`config.mk`:
```
export PLATFORM = sky130hd
export DESIGN_NAME = vph_ctrl
export DESIGN_NICKNAME = d
export VERILOG_FILES = /design/src/hw/rtl/vph_pkg.sv /design/src/hw/rtl/vph_ctrl.sv
export SDC_FILE = /design/constraint.sdc
export NUM_CORES = 1
export LEC_CHECK = 0
export BUFFER_PORTS_ARGS = -buffer_cell sky130_fd_sc_hd__buf_4
export CAP_MARGIN = 20
export CORE_MARGIN = 2
export CORE_UTILIZATION = 25
export DETAILED_ROUTE_END_ITERATION = 6
export REMOVE_ABC_BUFFERS = 1
export SYNTH_ARGS = -nofsm -noshare
export SYNTH_HDL_FRONTEND = slang
export SYNTH_SLANG_ARGS = --single-unit
```
`constraint.sdc`:
```
create_clock -name clk_i -period 2.1 [get_ports clk_i]
set_clock_uncertainty 0.05 [all_clocks]
set_input_delay 0.21 -clock clk_i [delete_from_list [all_inputs] [get_ports clk_i]]
set_output_delay 0.21 -clock clk_i [all_outputs]
set_load 0.005 [all_outputs]
```
`src/hw/rtl/vph_pkg.sv`:
```
// Shared types and constants of the vanishing-point hypothesis scorer.
// No dependencies; used by the controller, the datapath and the top level.
package vph_pkg;

  localparam int unsigned CfgIdxW  = 3;
  localparam int unsigned CfgDataW = 24;

  // Configuration register indexes.
  localparam logic [CfgIdxW-1:0] CFG_VP_X    = 3'd0;
  localparam logic [CfgIdxW-1:0] CFG_VP_Y    = 3'd1;
  localparam logic [CfgIdxW-1:0] CFG_VP_W    = 3'd2;
  localparam logic [CfgIdxW-1:0] CFG_COS_THR = 3'd3;
  localparam logic [CfgIdxW-1:0] CFG_MIN_LEN = 3'd4;

  // Product steps of one segment, in the order the sequencer issues them.
  typedef enum logic [4:0] {
    OP_UX     = 5'd0,
    OP_UY     = 5'd1,
    OP_A      = 5'd2,
    OP_B      = 5'd3,
    OP_C      = 5'd4,
    OP_D      = 5'd5,
    OP_DOT_X  = 5'd6,
    OP_DOT_Y  = 5'd7,
    OP_DU_X   = 5'd8,
    OP_DU_Y   = 5'd9,
    OP_DV_X   = 5'd10,
    OP_DV_Y   = 5'd11,
    OP_TDU    = 5'd12,
    OP_RHS    = 5'd13,
    OP_LHS    = 5'd14,
    OP_P1     = 5'd15,
    OP_P2     = 5'd16
  } op_e;

  // Index of the most significant 16-bit chunk of the B operand of a step.
  function automatic logic [1:0] op_last_chunk(op_e op);
    logic [1:0] r;
    case (op) inside
      OP_DV_X, OP_DV_Y, OP_P1, OP_P2: r = 2'd2;
      OP_RHS, OP_LHS:                 r = 2'd3;
      OP_TDU:                         r = 2'd0;
      default:                        r = 2'd1;
    endcase
    return r;
  endfunction

  typedef struct packed {
    logic       load;    // capture the input transaction
    logic       mul_en;  // run one multiply chunk
    logic       first;   // chunk starts a new product
    logic       store;   // write the finished product to its destination
    logic       finish;  // decide, update the score, fill the result register
    op_e        op;
    logic [1:0] chunk;
  } ctrl_cmd_t;

endpackage

```
`src/hw/rtl/vph_ctrl.sv`:
```
// Sequencer of the scorer: walks the product steps chunk by chunk.
// Depends on vph_pkg.
module vph_ctrl (
  input  logic                clk_i,
  input  logic                rst_ni,
  input  logic                in_valid_i,
  output logic                in_ready_o,
  output logic                out_valid_o,
  input  logic                out_ready_i,
  output vph_pkg::ctrl_cmd_t  cmd_o
);

  typedef enum logic [3:0] {
    S_IDLE   = 4'b0001,
    S_MUL    = 4'b0010,
    S_STORE  = 4'b0100,
    S_FINISH = 4'b1000
  } state_e;

  state_e         state_q, state_d;
  vph_pkg::op_e   op_q, op_d;
  logic [1:0]     chunk_q, chunk_d;
  logic           out_valid_q, out_valid_d;
  logic           can_finish;

  assign can_finish = !out_valid_q || out_ready_i;

  always_comb begin
    state_d      = state_q;
    op_d         = op_q;
    chunk_d      = chunk_q;
    cmd_o        = '0;
    cmd_o.op     = op_q;
    cmd_o.chunk  = chunk_q;
    in_ready_o   = 1'b0;
    unique case (state_q)
      S_IDLE: begin
        in_ready_o = 1'b1;
        if (in_valid_i) begin
          cmd_o.load = 1'b1;
          op_d       = vph_pkg::OP_UX;
          chunk_d    = vph_pkg::op_last_chunk(vph_pkg::OP_UX);
          state_d    = S_MUL;
        end
      end
      S_MUL: begin
        cmd_o.mul_en = 1'b1;
        cmd_o.first  = (chunk_q == vph_pkg::op_last_chunk(op_q));
        if (chunk_q == 2'd0) begin
          state_d = S_STORE;
        end else begin
          chunk_d = chunk_q - 2'd1;
        end
      end
      S_STORE: begin
        cmd_o.store = 1'b1;
        if (op_q == vph_pkg::OP_P2) begin
          state_d = S_FINISH;
        end else begin
          op_d    = vph_pkg::op_e'(op_q + 5'd1);
          chunk_d = vph_pkg::op_last_chunk(vph_pkg::op_e'(op_q + 5'd1));
          state_d = S_MUL;
        end
      end
      S_FINISH: begin
        if (can_finish) begin
          cmd_o.finish = 1'b1;
          state_d      = S_IDLE;
        end
      end
      default: state_d = S_IDLE;
    endcase
  end

  always_comb begin
    out_valid_d = out_valid_q;
    if (out_valid_q && out_ready_i) begin
      out_valid_d = 1'b0;
    end
    if (cmd_o.finish) begin
      out_valid_d = 1'b1;
    end
  end

  assign out_valid_o = out_valid_q;

  always_ff @(posedge clk_i or negedge rst_ni) begin
    if (!rst_ni) begin
      state_q     <= S_IDLE;
      op_q        <= vph_pkg::OP_UX;
      chunk_q     <= 2'd0;
      out_valid_q <= 1'b0;
    end else begin
      state_q     <= state_d;
      op_q        <= op_d;
      chunk_q     <= chunk_d;
      out_valid_q <= out_valid_d;
    end
  end

  a_cmd_exclusive: assert property (@(posedge clk_i) disable iff (!rst_ni)
    $onehot0({cmd_o.load, cmd_o.mul_en, cmd_o.store, cmd_o.finish}))
    else $error("controller issued two commands at once");

  a_finish_fills: assert property (@(posedge clk_i) disable iff (!rst_ni)
    cmd_o.finish |=> out_valid_q)
    else $error("result register not filled after finish");

  a_chunk_range: assert property (@(posedge clk_i) disable iff (!rst_ni)
    (state_q == S_MUL) |-> (chunk_q <= vph_pkg::op_last_chunk(op_q)))
    else $error("chunk index beyond operand width");

  a_store_after_mul: assert property (@(posedge clk_i) disable iff (!rst_ni)
    (state_q == S_STORE) |-> $past(state_q == S_MUL))
    else $error("store without a completed product");

endmodule

```
=== Word level (Yosys, flattened, before mapping) ===
Cells that the tools add are included.

* Bits in registers: 12
* Output and inout bits: 14
* Logic and storage cells: 72

* Add/sub/neg operators: 2
* Equal/unequal tests: 24
* Muxes and demuxes: 28
* Reduce and logical (&&, ||, !) cells: 14

{| class="wikitable"
|+ Operators by type and width
! kind !! number
|-
| $eq 5x4->1 const B || 12
|-
| $mux 2 || 9
|-
| $mux 4 || 4
|-
| $pmux 4 s4 || 1
|-
| $eq 5x5->1 const B || 2
|-
| $mux 1 || 10
|-
| $mux 5 || 2
|-
| $ne 2x2->1 const B || 5
|-
| $pmux 5 s2 || 1
|-
| $reduce_or 4->1 || 2
|-
| $pmux 2 s3 || 1
|-
| $reduce_and 3->1 || 2
|-
| $add 5x1->5 const B || 1
|-
| $eq 4x1->1 const B || 1
|-
| $eq 4x2->1 const B || 1
|-
| $eq 4x3->1 const B || 1
|-
| $eq 4x4->1 const B || 1
|-
| $reduce_and 4->1 || 1
|-
| $reduce_bool 2->1 || 2
|-
| $reduce_or 2->1 || 2
|-
| $reduce_bool 3->1 || 1
|-
| $eq 2x2->1 || 1
|-
| $logic_not 2->1 || 1
|-
| $sub 2x1->2 const B || 1
|-
| 3 further kinds || 3
|}

=== Longest topological paths before layout ===
Gate-level depths: netlist (run 1).

* Word-level depth: 7
* Gate-level depth with buffers: 7
* Mapped depth without buffers: 7

=== Least setup slack after synthesis (run 1) ===
Ideal clock, no wire load.

* Path kind: flip-flop to output port
* From: reg op_q[1]
* To: out cmd_o[9] (netlist name)
* Arrival: 1763 ps
* Path slack: 77 ps
* Stages on the path, launching flop included: 8
* Buffers on the path: 0
* Cells stage by stage: dfrtp_1 inv_1 ha_1 or4_1 a21oi_1 a41oi_1 o21ai_1 o311a_1

{| class="wikitable"
|+ RTL lines
! item !! line !! RTL
|-
| from (decl) || vph_ctrl.sv:21 || <nowiki>vph_pkg::op_e op_q, op_d;</nowiki>
|-
| from (signal assigned) || vph_ctrl.sv:90 || <nowiki>op_q <= vph_pkg::OP_UX;</nowiki>
|-
| from (signal assigned) || vph_ctrl.sv:95 || <nowiki>op_q <= op_d;</nowiki>
|-
| to (decl) || vph_ctrl.sv:10 || <nowiki>output vph_pkg::ctrl_cmd_t cmd_o</nowiki>
|}

==> metrics, run 1 <==
Async S/R FF share, synth=100.0%; LEAKAGE=0.5582 nW; number of routed nets with antenna violations=0; GRT Util Overall=11.63%; Overflow after GRT=0; Fmax=0.4412 GHz; final hold vios=0; core area=0.003716 mm²; Reg-to-Reg End=chunk_q[1]; drt total wl=2395 µm; Final #Nets=148; FF-to-FF Start=op_q[0]; Wirelength per Cell=12.95 µm; Die Footprint=0.004457 mm²; WL met1=1071 µm; Design Area, Final=0.001321 mm²; number of port buffers=17; synthesized cell area=984.7 µm²; initial drt markers=55; clock-pin slew on the worst setup and hold paths=0.06 ns; Cell Rows=22; HPWL Detailed=1792 µm; crit path from=op_q[1]; sequential fraction of the synthesis area=30.62%; synthesis-stage register bit count=12; Worst slew margin=69.89%; Met2 Wirelength=1201 µm; worst-path fanout max=4; Final Setup Violations=1; H-tree depth=1; Max IR drop VDD=0.0002086 V; worst-case clock buffer depth=2; clk sinks=12; Hold Path Class=primary input to register; Root Buffer Master=clkbuf_8; Slew Viols, Final=0; CP startpoint kind=register; Post-synth EDFFs=0; total chip power=0.0008955 W; RSZ-0062 raised after global routing=true; Clk Latency, worst-skew pair=0.24 ns; synth warn=0; FF-to-FF path depth=7; top-level I/O count=18; CTS tree=built; met3 WL post-DR=111 µm; Die W=66.76 µm; prevailing post-synth register cell=dfrtp_1; post-CTS setup buffer count=0; post-layout minimum cycle time=2.266 ns; Syn-to-layout area delta=34.18%; Die Span Y=66.76 µm; P per Cell Area=677.8 mW/mm²; DR vias/cell=5.049; GP Congestion=0.8224; critical path required time=1.84 ns; vias=934; worst slew pin tran=0.4487 ns; crit path kind=register to primary output; setup ws final=-0.1664 ns; vias in the first global route=933; Max Cap Viol=0; syn avg cell area=8.714 µm²; CP Capture Type=primary output; CP endpoint=cmd_o[9]; fin crit share=107.9%; Synth cell types=46; Arr. time, crit path=2.01 ns; dpl cell area=0.001197 mm²; violated checks=setup timing; first-pass GRT wire length=3988 µm; initial antenna violation count=0; status=finished with violations; largest net degree at the start of global routing=13; DRC=0; max layer used=met4; Antenna Cells=0; First-pass DRT Iterations=4; Starting Density=26.50%; Num CTS Buffers=3; FF-to-FF setup slack=0.13 ns; Synth Instances=113; share of cells above drive strength 1=33.58%
-- power breakdown --
group          internal (W)  switching (W)
Sequential         0.000269      0.0000636
Clock              0.000166      0.0000911
Combinational      0.000167       0.000139
Total              0.000602       0.000294
-- registers in the layout, indices dropped and copies added (netlist names) --
name / flops
op_q: 5
out_valid_o: 1
state_q: 4
chunk_q: 2
-- worst max-delay path, cell delays in order, from the launching register on --
cell and delay, ns:
dfrtp_2 0.45, ha_2 0.19, or4_4 0.54, a21oi_2 0.13, a41oi_1 0.05, o21ai_1 0.14
o311a_1 0.17, buf_4 0.10
-- through the flow --
step | hold WS [ns] | cells | TNS, ns | setup WS, ns | util [%]
after global routing | 0.2429 | 185 | -0.2202 | -0.2202 | 35.56
after global placement | 0.01130 | 180 | 0 | 0.08127 | 32.22
after detailed placement | 0.01589 | 180 | -0.003701 | -0.003701 | 32.22
after floorplan | -0.1356 | 108 | 0 | 0.01876 | -
after CTS | 0.2228 | 185 | -0.1772 | -0.1772 | 34.21
final | 0.2239 | 185 | -0.1664 | -0.1664 | 35.56
-- metal layers --
| metal | vias up | GRT usage (%) |
|---|---|---|
| li1 | 469 | - |
| met1 | 444 | 13.89 |
| met2 | 19 | 20.13 |
| met3 | 2 | 2.534 |
| met4 | 0 | 4.592 |
| met5 | - | 0 |
-- cells by family (layout without fill, tap and decap cells) --
| family | count (synthesis) | after routing | synth area share (%) |
|---|---|---|---|
| and+or+nand+nor | 39 | 39 | 26.94 |
| muxes | 1 | 1 | 1.017 |
| adders and majority gates | 6 | 6 | 7.624 |
| DFF | 12 | 12 | 30.62 |
| xor gates and xnor gates | 1 | 1 | 0.8896 |
| AOI/OAI and AO/OA | 42 | 42 | 27.45 |
| buffers and inverters | 12 | 36 | 5.464 |
-- cell type report --
cell class,instances,area [µm²]
fill,395,2395
multi-input combinational,89,686.9
sequential,12,302.8
timing repair buffer,25,190.2
tap,48,60.06
clock buffer,4,55.05
inverter,7,26.28
-- placed cells by master, fill, tap and decap left out, types with 2 or more instances in the layout --
| cell | n |
|---|---|
| and2_1 | 3 |
| nor3_1 | 3 |
| o21ai_1 | 7 |
| o21ai_0 | 8 |
| inv_2 | 2 |
| nand3_1 | 2 |
| nor2_1 | 3 |
| a21o_1 | 4 |
| buf_4 | 24 |
| ha_2 | 3 |
| a21oi_2 | 2 |
| inv_1 | 5 |
| nor2b_1 | 5 |
| nand2_1 | 7 |
| a22oi_1 | 2 |
| a31oi_1 | 3 |
| clkbuf_8 | 4 |
| ha_1 | 2 |
| dfrtp_1 | 10 |
| a21oi_1 | 6 |
-- cell usage after synthesis (2+ instances only) --
cell / instances / area share [%]
a21o_1: 4 / 3.0
a21oi_1: 8 / 4.1
a22oi_1: 2 / 1.5
a31oi_1: 3 / 1.9
and2_1: 3 / 1.9
buf_4: 2 / 1.5
clkbuf_1: 2 / 0.76
dfrtp_1: 11 / 28
ha_1: 6 / 7.6
inv_1: 7 / 2.7
nand2_1: 7 / 2.7
nand3_1: 2 / 1.0
nor2_1: 3 / 1.1
nor2b_1: 5 / 3.2
nor3_1: 3 / 1.5
o21ai_0: 9 / 4.6
o21ai_1: 6 / 3.0
or4_1: 2 / 1.5
-- worst min-delay path by stage --
stage	start	end	slack [ns]	cells after the start
6_report	out_ready_i	out_valid_o	0.22	3
5_1_grt	out_ready_i	out_valid_o	0.24	3
4_1_cts	out_ready_i	out_valid_o	0.22	3
3_5_place_dp	rst_ni	out_valid_o	0.02	1
3_3_place_gp	rst_ni	out_valid_o	0.01	1
2_1_floorplan	rst_ni	chunk_q[0]	-0.14	0
-- timing repair --
| action | CTS | global route |
|---|---|---|
| gates cloned | 0 | 0 |
| hold buffers | 1 | 0 |
| gates resized for setup | 3 | 13 |
| pin swaps | 1 | 0 |
| endpoints found under the hold margin | 12 | 0 |
| endpoints found under the setup margin | 2 | 7 |
Note: power is estimated with default switching activity, not from simulation.
==> inputs of run 2 (changes only) <==
--- a/config.mk
+++ b/config.mk
@@ -14,3 +14,4 @@
 export SYNTH_ARGS = -nofsm -noshare
 export SYNTH_HDL_FRONTEND = slang
 export SYNTH_SLANG_ARGS = --single-unit
+export TNS_END_PERCENT = 20
==> constraint.sdc (replaced) <==
create_clock -name clk_i -period 2.9 [get_ports clk_i]
set_clock_uncertainty 0.05 [all_clocks]
set_input_delay 0.29 -clock clk_i [delete_from_list [all_inputs] [get_ports clk_i]]
set_output_delay 0.29 -clock clk_i [all_outputs]
set_load 0.005 [all_outputs]
==> run 2 against run 1 <==
Effect of this change:
- the run now ends clean
- total power fell by 32%
- largest cell class unchanged
- via count decreased by 2.8%
- non-clock buffer count shrank 7
- combinational power fell by 33%
- setup slack improved by 0.43 ns
- die area stayed put
- global-route usage increased by 0.46 points
==> metrics, run 2 (synthesis results as in run 1) <==
status=completed; most flop-heavy register=op_q; core area=0.003716 mm²; worst slew pin tran=0.5425 ns; Worst slew margin=63.83%; switching share of power=34.20%; Die Footprint=0.004457 mm²; sequential share of power=39.5%; Max IR drop VDD=0.0001428 V; Wirelength per Cell=13.81 µm; Sw Pwr=0.0002095 W; Slew Viols, Final=0; crit path kind=register to primary output; GRT Util Overall=12.09%; RSZ-0062 raised after global routing=false; largest net degree at the start of global routing=19; CP Capture Type=primary output; largest registers=op_q x5, state_q x4, chunk_q x2; commonest non-fill, non-tap cell in the layout=buf_4; FF-to-FF path depth=7; DR vias/cell=5.101; Final Setup Violations=0; worst-case clock buffer depth=2; vias in the first global route=854; Starting Density=26.50%; crit path from=op_q[0]; power share of the combinational group=33.8%; Die W=66.76 µm; most frequent cells in the layout=17 x buf_4, 11 x dfrtp_1, 9 x o21ai_0; FF-to-FF setup slack=0.64 ns; DRC=0; FF-to-FF Start=op_q[0]; number of routed nets with antenna violations=0; Num CTS Buffers=3; CTS tree=built; final hold vios=0; fillers=390; Clk pwr share=26.7%; internal power=0.0004031 W; number of port buffers=17; Overflow after GRT=0; CP startpoint kind=register; Fmax=0.3788 GHz; Syn-to-layout area delta=21.86%; Arr. time, crit path=2.30 ns; initial drt markers=55; post-layout minimum cycle time=2.640 ns; # resized after CTS=0; hold wc startpoint=out_ready_i; post-CTS setup buffer count=0; max FFs per register=5; Hold Path Class=primary input to register; clk sinks=12; First-pass DRT Iterations=4; Antenna Cells=0; Clk Latency, worst-skew pair=0.25 ns; LEAKAGE=0.5105 nW; first-pass GRT wire length=4160 µm; GP Congestion=0.8866; H-tree depth=1; Root Buffer Master=clkbuf_8; vias=908; clock-pin slew on the worst setup and hold paths=0.05 ns; Hold Slack=0.3012 ns; top-level I/O count=18; initial antenna violation count=0; fin crit share=91.02%; drt total wl=2459 µm; WHS Path Cells=3; Max Cap Viol=0; critical path required time=2.56 ns; Final #Nets=141; P per Cell Area=510.6 mW/mm²; share of cells above drive strength 1=20.00%; Cell Rows=22; Die Span Y=66.76 µm; setup TNS=0 ns; HPWL Detailed=1811 µm; worst-path fanout max=13
-- run 2: cell types whose count changed in the layout (fill, tap and decap cells not counted), moves of 2 or more --
cell	before	now
ha_2	3	0
a21oi_1	6	8
ha_1	2	6
a21oi_2	2	0
buf_4	24	17
inv_1	5	7
inv_2	2	0
-- run 2: cell type report --
class                   count  area (µm²)  area share [%]
flip-flops and latches     12       301.5           25.13
well taps                  48       60.06           5.005
multi-input cells          89       629.4           52.45
inverters                   7       26.28           2.190
clock buffers               4       45.04           3.754
repair buffers             18       137.6           11.47
-- run 2: metal layers --
layer  wire (µm)  share of wire (%)  GRT usage (%)
met5           0                  0              0
met4          10               0.41          3.827
met3         128                5.2          2.365
met2        1125                 46          19.50
met1        1194                 49          16.14
-- run 2: worst max-delay path, cell delays in order (launching register included) --
cell     delay, ns
dfrtp_1       0.47
ha_1          0.39
or4_1         0.57
a21oi_1       0.16
a41oi_1       0.06
o21ai_1       0.14
o311a_1       0.17
buf_4         0.10
-- run 2: final timing paths --
check | end
setup / recovery | cmd_o[9]
hold / removal | out_valid_o
setup reg to reg | op_q[2]
hold reg to reg | chunk_q[1]
max in group asynchronous | state_q[0]
min in group asynchronous | state_q[1]
-- run 2: power by group through the flow --
stage | Clock, W | Sequential, W | Combinational [W]
finish | 0.000164 | 0.000242 | 0.000207
global route | 0.000177 | 0.000250 | 0.000235
CTS | 0.000169 | 0.000243 | 0.000212
detailed placement | 0 | 0.000246 | 0.000210
global placement | 0 | 0.000244 | 0.000206
floorplan | 0 | 0.000235 | 0.000130
-- run 2: what timing repair did --
item | 4_1_cts | 5_1_grt
endpoints found under the hold margin | 11 | 0
hold buffers | 1 | 0
setup endpoints to repair | 0 | 0
-- run 2: through the flow --
step	setup slack [ns]	utilization (%)	area [µm²]	total power (W)	cells
2_1_floorplan	0.7388	-	957.2	0.0003657	108
3_3_place_gp	0.5843	30.81	1145	0.0004502	173
3_5_place_dp	0.5107	30.81	1145	0.0004559	173
4_1_cts	0.2509	32.29	1200	0.0006233	178
5_1_grt	0.1373	32.29	1200	0.0006617	178
6_report	0.2603	32.29	1200	0.0006127	178
